$ cat config.mk
export PLATFORM = sky130hd
export DESIGN_NAME = serial_line_csr_interface_unit
export DESIGN_NICKNAME = d
export VERILOG_FILES = /design/src/slci_pkg.sv /design/src/serial_line_csr_interface_unit.sv /design/src/slci_in_stage.sv /design/src/slci_core.sv /design/src/slci_out_stage.sv
export SDC_FILE = /design/constraint.sdc
export NUM_CORES = 1
export LEC_CHECK = 0
export BUFFER_PORTS_ARGS = -buffer_cell sky130_fd_sc_hd__buf_2
export CORE_UTILIZATION = 50
export CTS_BUF_LIST = sky130_fd_sc_hd__clkbuf_8
export DETAILED_ROUTE_END_ITERATION = 16
export HOLD_SLACK_MARGIN = 0.1
export PLACE_DENSITY = 0.83
export SLEW_MARGIN = 20
export SYNTH_ARGS = -nofsm -noshare
export SYNTH_HDL_FRONTEND = slang
export SYNTH_SLANG_ARGS = --single-unit
$ cat constraint.sdc
create_clock -name clk -period 2.5 [get_ports clk]
set_input_delay 0.5 -clock clk [delete_from_list [all_inputs] [get_ports clk]]
set_output_delay 0.5 -clock clk [all_outputs]
set_load 0.02 [all_outputs]
$ cat src/slci_pkg.sv
// ----------------------------------------------------------------------------
// Serial line CSR unit package
// Request codes, register selects, bit positions and item types.
// ----------------------------------------------------------------------------
`timescale 1ns / 1ps

package slci_pkg;

  // Kind of request carried by one input item.
  typedef enum logic [1:0] {
    REQ_READ  = 2'd0,
    REQ_WRITE = 2'd1,
    REQ_TICK  = 2'd2,
    REQ_OFFER = 2'd3
  } req_kind_t;

  // Register select, taken from offset bits 2:1.
  typedef enum logic [1:0] {
    SEL_RX_STATUS = 2'd0,
    SEL_RX_BUFFER = 2'd1,
    SEL_TX_STATUS = 2'd2,
    SEL_TX_BUFFER = 2'd3
  } sel_t;

  // Status register bit positions.
  localparam int FLAG_BIT = 7;
  localparam int IE_BIT   = 6;

  // Interrupt vector codes.
  localparam logic VEC_RX = 1'b0;
  localparam logic VEC_TX = 1'b1;

  localparam logic [15:0] CHAR_TICKS_RESET = 16'd1042;

  // One request as held in the input register.
  typedef struct packed {
    logic [1:0]  req_type;
    logic [2:0]  reg_offset;
    logic [15:0] write_data;
    logic [7:0]  rx_char;
  } req_t;

  // One result as held in the result register.
  typedef struct packed {
    logic [7:0] read_data;
    logic       tx_valid;
    logic [6:0] tx_char;
    logic       irq_valid;
    logic       irq_vector;
    logic       rx_accepted;
  } rsp_t;

endpackage

$ cat src/serial_line_csr_interface_unit.sv
// ----------------------------------------------------------------------------
// Serial line CSR interface unit
// Four-register serial line unit: receiver and transmitter status and buffer.
// ----------------------------------------------------------------------------
//  Channel   Handshake             Payload
//  input     in_valid / in_stall   req_type, reg_offset, write_data, rx_char
//  output    out_valid / out_stall read_data, tx_valid, tx_char, irq_valid,
//                                  irq_vector, rx_accepted
//  config    cfg_we                cfg_wdata (character time in ticks)
//
//  One request per cycle sustained while the result side does not stall; a
//  result passes the input register, then the result register. The register
//  update is a single pass of flag and counter logic. Synchronous reset
//  clears the receive flag and both interrupt enables, sets the transmitter
//  ready flag, empties both registers and restores the character time to
//  1042 ticks. A stall on the result side holds both registers; flag and
//  counter state changes only when a request moves into the result register.
// ----------------------------------------------------------------------------
`timescale 1ns / 1ps

module serial_line_csr_interface_unit
  import slci_pkg::*;
(
  input  logic        clk,
  input  logic        rst,
  input  logic        in_valid,
  output logic        in_stall,
  input  logic [1:0]  req_type,
  input  logic [2:0]  reg_offset,
  input  logic [15:0] write_data,
  input  logic [7:0]  rx_char,
  output logic        out_valid,
  input  logic        out_stall,
  output logic [7:0]  read_data,
  output logic        tx_valid,
  output logic [6:0]  tx_char,
  output logic        irq_valid,
  output logic        irq_vector,
  output logic        rx_accepted,
  input  logic        cfg_we,
  input  logic [15:0] cfg_wdata
);

  req_t in_req;
  req_t req;
  rsp_t rsp_next;
  rsp_t rsp;
  logic hold;
  logic fire;

  // Gather the request fields.
  assign in_req.req_type   = req_type;
  assign in_req.reg_offset = reg_offset;
  assign in_req.write_data = write_data;
  assign in_req.rx_char    = rx_char;

  slci_in_stage u_in (
    .clk      (clk),
    .rst      (rst),
    .in_valid (in_valid),
    .in_stall (in_stall),
    .in_req   (in_req),
    .hold     (hold),
    .fire     (fire),
    .req      (req)
  );

  slci_core u_core (
    .clk       (clk),
    .rst       (rst),
    .cfg_we    (cfg_we),
    .cfg_wdata (cfg_wdata),
    .fire      (fire),
    .req       (req),
    .rsp       (rsp_next)
  );

  slci_out_stage u_out (
    .clk       (clk),
    .rst       (rst),
    .fire      (fire),
    .rsp_in    (rsp_next),
    .hold      (hold),
    .out_valid (out_valid),
    .out_stall (out_stall),
    .rsp       (rsp)
  );

  // Spread the result onto its ports.
  assign read_data   = rsp.read_data;
  assign tx_valid    = rsp.tx_valid;
  assign tx_char     = rsp.tx_char;
  assign irq_valid   = rsp.irq_valid;
  assign irq_vector  = rsp.irq_vector;
  assign rx_accepted = rsp.rx_accepted;

endmodule

$ cat src/slci_in_stage.sv
// ----------------------------------------------------------------------------
// Serial line CSR unit input register
// Captures one request and holds it while the result side is blocked.
// ----------------------------------------------------------------------------
`timescale 1ns / 1ps

module slci_in_stage
  import slci_pkg::*;
(
  input  logic clk,
  input  logic rst,
  input  logic in_valid,
  output logic in_stall,
  input  req_t in_req,
  input  logic hold,
  output logic fire,
  output req_t req
);

  logic valid;

  // Blocked only when a request is held and cannot move on.
  assign in_stall = valid && hold;
  assign fire     = valid && !hold;

  // Valid flag follows the upstream side whenever the register is free.
  always_ff @(posedge clk) begin
    if (rst) begin
      valid <= 1'b0;
    end else if (!in_stall) begin
      valid <= in_valid;
    end
  end

  // Payload loads with the flag.
  always_ff @(posedge clk) begin
    if (!in_stall) begin
      req <= in_req;
    end
  end

endmodule

$ cat src/slci_core.sv
// ----------------------------------------------------------------------------
// Serial line CSR unit register core
// Receiver and transmitter state, and the result of each request.
// ----------------------------------------------------------------------------
`timescale 1ns / 1ps

module slci_core
  import slci_pkg::*;
(
  input  logic        clk,
  input  logic        rst,
  input  logic        cfg_we,
  input  logic [15:0] cfg_wdata,
  input  logic        fire,
  input  req_t        req,
  output rsp_t        rsp
);

  logic [15:0] char_ticks;
  logic        rx_done, rx_done_next;
  logic        rx_int_enable, rx_int_enable_next;
  logic [7:0]  rx_holding, rx_holding_next;
  logic        tx_ready, tx_ready_next;
  logic        tx_int_enable, tx_int_enable_next;
  logic [15:0] tx_countdown, tx_countdown_next;

  sel_t        sel;
  logic [15:0] reload;

  assign sel    = sel_t'(req.reg_offset[2:1]);
  // A zero character time behaves as one tick.
  assign reload = (char_ticks == 16'd0) ? 16'd1 : char_ticks;

  // Character time register.
  always_ff @(posedge clk) begin
    if (rst) begin
      char_ticks <= CHAR_TICKS_RESET;
    end else if (cfg_we) begin
      char_ticks <= cfg_wdata;
    end
  end

  // Next state and result for the request in the input register.
  always_comb begin
    rx_done_next       = rx_done;
    rx_int_enable_next = rx_int_enable;
    rx_holding_next    = rx_holding;
    tx_ready_next      = tx_ready;
    tx_int_enable_next = tx_int_enable;
    tx_countdown_next  = tx_countdown;
    rsp                = '0;

    case (req_kind_t'(req.req_type))
      REQ_READ: begin
        case (sel)
          SEL_RX_STATUS: begin
            rsp.read_data[FLAG_BIT] = rx_done;
            rsp.read_data[IE_BIT]   = rx_int_enable;
          end
          SEL_RX_BUFFER: begin
            rsp.read_data = rx_holding;
            rx_done_next  = 1'b0;
          end
          SEL_TX_STATUS: begin
            rsp.read_data[FLAG_BIT] = tx_ready;
            rsp.read_data[IE_BIT]   = tx_int_enable;
          end
          default: ;
        endcase
      end
      REQ_WRITE: begin
        case (sel)
          SEL_RX_STATUS: begin
            rx_int_enable_next = req.write_data[IE_BIT];
            rsp.irq_valid      = req.write_data[IE_BIT] && rx_done;
            rsp.irq_vector     = VEC_RX;
          end
          SEL_TX_STATUS: begin
            tx_int_enable_next = req.write_data[IE_BIT];
            rsp.irq_valid      = req.write_data[IE_BIT] && tx_ready;
            rsp.irq_vector     = rsp.irq_valid ? VEC_TX : VEC_RX;
          end
          SEL_TX_BUFFER: begin
            rsp.tx_valid      = 1'b1;
            rsp.tx_char       = req.write_data[6:0];
            tx_ready_next     = 1'b0;
            tx_countdown_next = reload;
          end
          default: ;
        endcase
      end
      REQ_TICK: begin
        // The countdown runs only while a character is on the line.
        if (!tx_ready) begin
          if (tx_countdown[15:1] != 15'd0) begin
            tx_countdown_next = tx_countdown - 16'd1;
          end else begin
            tx_countdown_next = 16'd0;
            tx_ready_next     = 1'b1;
            rsp.irq_valid     = tx_int_enable;
            rsp.irq_vector    = tx_int_enable ? VEC_TX : VEC_RX;
          end
        end
      end
      REQ_OFFER: begin
        // A character is taken only when the holding register is empty.
        if (!rx_done) begin
          rx_holding_next = req.rx_char;
          rx_done_next    = 1'b1;
          rsp.rx_accepted = 1'b1;
          rsp.irq_valid   = rx_int_enable;
          rsp.irq_vector  = VEC_RX;
        end
      end
      default: ;
    endcase
  end

  // State commits when the request moves into the result register.
  always_ff @(posedge clk) begin
    if (rst) begin
      rx_done       <= 1'b0;
      rx_int_enable <= 1'b0;
      rx_holding    <= 8'd0;
      tx_ready      <= 1'b1;
      tx_int_enable <= 1'b0;
      tx_countdown  <= 16'd0;
    end else if (fire) begin
      rx_done       <= rx_done_next;
      rx_int_enable <= rx_int_enable_next;
      rx_holding    <= rx_holding_next;
      tx_ready      <= tx_ready_next;
      tx_int_enable <= tx_int_enable_next;
      tx_countdown  <= tx_countdown_next;
    end
  end

endmodule

$ cat src/slci_out_stage.sv
// ----------------------------------------------------------------------------
// Serial line CSR unit result register
// Holds one result until the downstream side takes it.
// ----------------------------------------------------------------------------
`timescale 1ns / 1ps

module slci_out_stage
  import slci_pkg::*;
(
  input  logic clk,
  input  logic rst,
  input  logic fire,
  input  rsp_t rsp_in,
  output logic hold,
  output logic out_valid,
  input  logic out_stall,
  output rsp_t rsp
);

  // The register is busy while a result waits behind a stall.
  assign hold = out_valid && out_stall;

  always_ff @(posedge clk) begin
    if (rst) begin
      out_valid <= 1'b0;
    end else if (!hold) begin
      out_valid <= fire;
    end
  end

  always_ff @(posedge clk) begin
    if (!hold) begin
      rsp <= rsp_in;
    end
  end

endmodule

* After elaboration in Yosys (flattened, before gate mapping)
Index checks and enable logic that the tools add are counted.
Storage, ports and cells: register bits after elaboration 85
Cells by class: add/subtract/negate cells 1, eq/ne operators 9, muxes and demuxes 20, bitwise gates (word level) 1, reduce and logical (&&, ||, !) cells 20
Operator list (count):
- $mux W16 | 4
- $pmux W16 S2 | 1
- $logic_not A16 Y1 | 1
- $sub A16 B1 Y16 const B | 1
- $reduce_and A3 Y1 | 5
- $reduce_bool A15 Y1 | 1
- $pmux W2 S3 | 2
- $eq A2 B2 Y1 const B | 4
- $mux W8 | 1
- $mux W1 | 6
- $ne A2 B2 Y1 const B | 3
- $logic_and A1 B1 Y1 | 5
- $eq A2 B1 Y1 const B | 2
- $logic_not A2 Y1 | 2
- $mux W2 | 2
- $pmux W1 S2 | 2
- $pmux W2 S2 | 1
- $reduce_and A2 Y1 | 2
- $reduce_and A4 Y1 | 1
- $reduce_bool A2 Y1 | 2
- $mux W3 | 1
- $logic_not A1 Y1 | 1
- $not A1 Y1 | 1

* Logic depth before layout (Yosys ltp)
depth in word-level cells 4, gate-level depth with buffers 9, depth with buffers taken out 7

* Modules after synthesis
From an unflattened synthesis, not the netlist that was laid out.
Second synthesis, totals: cell total of the unflattened synthesis 337, area, all modules 3818.7 um^2
By module, submodules not included:
- slci_core | instances 1, cells each 278, area each 2298.5 um^2
- slci_in_stage | instances 1, cells each 35, area each 913.4 um^2
- slci_out_stage | instances 1, cells each 24, area each 606.8 um^2

* Worst setup path before layout
OpenSTA, ideal clock, no wires.
kind reg-to-output, from register u_out.out_valid, to output in_stall, arrival time 1.402 ns, required time 2.000 ns, slack 0.598 ns, cell stages (with the launch flop) 3, path through dfxtp_1 > nand3_1 > inv_1
Between the ends: cells in the longest elaborated chain, start to end 2
RTL lines:
- from (decl) | RTL line slci_out_stage.sv:15 | output logic out_valid,
- from (signal assigned) | RTL line slci_out_stage.sv:27 | out_valid <= fire;
- $logic_and A1 B1 Y1 | RTL line slci_out_stage.sv:21 | assign hold = out_valid && out_stall;
- $logic_and A1 B1 Y1 | RTL line slci_in_stage.sv:23 | assign in_stall = valid && hold;
- to (decl) | RTL line serial_line_csr_interface_unit.sv:27 | output logic in_stall,
No other way between the ends.

* Worst setup path after layout
from register u_core.tx_countdown[9], to register u_core.tx_countdown[6]
Between the ends: cells in the longest elaborated chain, start to end 4
RTL lines:
- from (decl) | RTL line slci_core.sv:25 | logic [15:0] tx_countdown, tx_countdown_next;
- from (signal assigned) | RTL line slci_core.sv:134 | tx_countdown <= tx_countdown_next;
- $reduce_bool A15 Y1 | RTL line slci_core.sv:95 | if (tx_countdown[15:1] != 15'd0) begin
- $mux W16 | RTL line slci_core.sv:95
- $mux W16 | RTL line slci_core.sv:94 | if (!tx_ready) begin
- $pmux W16 S2 | RTL line slci_core.sv:53 | case (req_kind_t'(req.req_type))
No other way between the ends. The select of a mux whose other input is x is not followed. A chain may end at the register's enable or synchronous reset.

==> flow_summary.json <==
{
  "syn_nets": 394,
  "antenna_cells": 0,
  "crit_path_start_kind": "flop",
  "use_met2_pct": 33.24,
  "skew_ns": 0.01340,
  "drc_errors": 0,
  "fp.dieW_um": 87.69,
  "vdd_drop_max_mv": 0.3955,
  "rr_worst_depth": 5,
  "synth_flop_cell": "dfxtp_1",
  "synthArstFlopShare_pct": 0,
  "r2r_end": "u_core.tx_countdown[6]",
  "critPathArrivalTime_ns": 2.40,
  "timing.final.crit_share_pct": 86.67,
  "cts_max_level": 3,
  "cts-root-buf": "clkbuf_8",
  "numCtsBuffers": 9,
  "synth_top_area_share_pct": 31.08,
  "gr-total-overflow": 0,
  "wl_per_cell_um": 15.09,
  "fin_setup_tns_ns": 0,
  "drt_first_iter_violations": 226,
  "insertion_delay_ns": 0.37,
  "clk_path_buf_depth": 2,
  "setup_viol": 0,
  "hold_viol": 0,
  "yosysWarnings": 0,
  "crit_end": "u_core.tx_countdown[6]",
  "hpwl_um": 5187,
  "syn_area_sq_um": 3671,
  "clock.fmax_ghz": 0.4615,
  "syn_avg_cell_area_sq_um": 10.83,
  "maxSlewViolCount": 0,
  "synth-seq-area-share_pct": 56.17,
  "cts_setup_buffers": 0,
  "grt_use_met3_pct": 5.655,
  "synth.most_common_cell": "dfxtp_1",
  "maxCapViolations": 0,
  "clk_pin_slew_ns": 0.10,
  "cts_resized": 0,
  "synth_common_cells": "dfxtp_1, edfxtp_1, nor2_1",
  "grt_pass1_vias": 2710,
  "vias_per_cell": 5.665,
  "swShare_pct": 28.33,
  "status": "finished, final reports clean",
  "p_comb_share_pct": 12.0,
  "antenna_found_initial": 0,
  "rrSetupSlack_ns": 0.33,
  "postSynthCellCount": 339,
  "io_buffers": 60,
  "dieHeight_um": 87.69,
  "p_leak_uw": 0.001829,
  "use_met1_pct": 27.96,
  "clock_power_share_pct": 33.8,
  "rows": 30,
  "wirelength_um": 7604,
  "cts_tree": "yes",
  "finalCriticalPeriod_ns": 2.167,
  "die_area_sq_um": 7689,
  "synth_edf_count": 38,
  "coreArea_sq_um": 6944,
  "worst_pin_slew_ns": 0.7045,
  "dr.pass1.iters": 5,
  "vias": 2855,
  "cts.sinks": 84,
  "cts_hold_buf": 0,
  "synth_area_leader_cell": "edfxtp_1",
  "p_per_area_nw_per_um2": 664.6,
  "drive_above_1_share_pct": 23.77,
  "area_growth_pct": 16.22,
  "rsz0062_at_grt": "no",
  "max_slew_margin_pct": 52.94,
  "drtAntennaViolNets": 0,
  "hp-class": "primary input to flop",
  "grt_pass1_wl_um": 12520,
  "crit_start": "u_core.tx_countdown[9]",
  "track_usage_pct": 21.51,
  "start_util_pct": 52.86,
  "path_max_fanout": 7,
  "io_pins": 71,
  "r2r_start": "u_core.tx_countdown[9]",
  "cp_data_required_time_ns": 2.73,
  "grt_max_degree": 29,
  "p_total_uw": 2835,
  "nets": 458,
  "seqPwrFrac_pct": 54.2,
  "crit_path_end_kind": "flop",
  "power.internal_uw": 2032,
  "p_switching_uw": 803.2,
  "ys_ff_latch": 84,
  "place_congestion": 0.8687,
  "synth_area_leaders": "edfxtp_1, dfxtp_1, mux2i_1",
  "path_class": "flop to flop",
  "synth.distinct_cells": 52,
  "grt-busiest-layer": "met2"
}
[power by group through the flow]
| stage | combinational (uW) | clock [uW] | sequential (uW) |
|---|---|---|---|
| global placement | 322 | 0 | 1570 |
| CTS | 337 | 982 | 1540 |
| floorplan | 221 | 0 | 1570 |
| detailed placement | 334 | 0 | 1570 |
| global route | 374 | 1030 | 1550 |
| finish | 339 | 958 | 1540 |
[per-stage QoR]
step | setup WS, ns | hold WS (ns) | utilization [%] | cells | cell area, sq um
2_1_floorplan | 0.5984 | 0.4317 | - | 339 | 3671
3_3_place_gp | 0.3704 | 0.4374 | 58.56 | 488 | 4066
3_5_place_dp | 0.3479 | 0.4441 | 58.56 | 488 | 4066
4_1_cts | 0.3598 | 0.2739 | 61.44 | 504 | 4267
5_1_grt | 0.1996 | 0.2779 | 61.44 | 504 | 4267
6_report | 0.3331 | 0.2951 | 61.44 | 504 | 4267
[worst max-delay path: stages, from the launching register on]
cell      delay, ns
dfxtp_1        0.38
or4_4          0.60
nor4_4         0.44
nor2_1         0.22
a221oi_1       0.32
nor2_1         0.07
[state kept, by name (all words and copies together), names as in the netlist]
name and flops:
u_core.tx_countdown 16, u_core.rx_int_enable 1, u_out.out_valid 1, u_core.tx_ready 1
u_in.req 19, u_core.tx_int_enable 1, u_in.valid 1, u_out.rsp 19
u_core.rx_done 1, u_core.rx_holding 8, u_core.char_ticks 16
[routing by layer]
layer	share of wire [%]	wire length, um	vias to the layer above
li1	-	-	1385
met1	43	3281	1334
met2	47	3567	120
met3	8.5	643	16
met4	1.5	111	0
met5	0	0	-
[cell type report]
cell class	instances	area, sq um
multi-input combinational	225	1460
clock inverter	7	76.32
timing repair buffer	70	375.4
tap	96	120.1
fill	540	2678
clock buffer	9	123.9
sequential	84	2062
inverter	13	48.80
[how the worst min path moves through the flow]
stage / start / to / slack [ns] / cells after the start
2_1_floorplan: u_core.rx_holding[0] / u_core.rx_holding[0] / 0.43 / 2
3_3_place_gp: u_core.rx_holding[0] / u_core.rx_holding[0] / 0.44 / 2
3_5_place_dp: u_core.rx_holding[5] / u_core.rx_holding[5] / 0.44 / 2
4_1_cts: rx_char[0] / u_in.req[0] / 0.27 / 1
5_1_grt: write_data[6] / u_in.req[14] / 0.28 / 1
6_report: rx_char[0] / u_in.req[0] / 0.30 / 1
[placed cells by master, fill, tap and decap left out, types with 3 or more instances in the layout]
cell / instances
a22oi_1: 3
inv_8: 3
a21oi_1: 23
and3_1: 6
a211o_1: 3
o22ai_1: 4
ha_1: 5
buf_4: 10
nand4_1: 3
clkbuf_8: 9
o21ai_0: 8
nand3_1: 13
dfxtp_1: 46
buf_2: 60
nor2_1: 28
nor4_1: 5
nand2_1: 21
a211oi_1: 4
nor2b_1: 7
edfxtp_1: 38
a32oi_1: 5
mux2i_1: 17
o2bb2ai_1: 3
inv_1: 13
or3_2: 3
nor3_1: 11
o32ai_1: 3
and2_1: 16
[kinds of logic (layout without fill, tap and decap cells)]
logic type / count (synthesis) / count (layout) / share of synthesized area [%]
AO/OA/AOI/OAI: 71 / 71 / 13.16
adder cells (fa/ha/maj): 5 / 5 / 1.704
buffers and inverters: 30 / 99 / 4.056
flip-flops: 84 / 84 / 56.17
multiplexers: 19 / 19 / 5.249
AND/OR/NAND/NOR: 130 / 130 / 19.67
No activity file was read; power rests on OpenSTA's default activity.
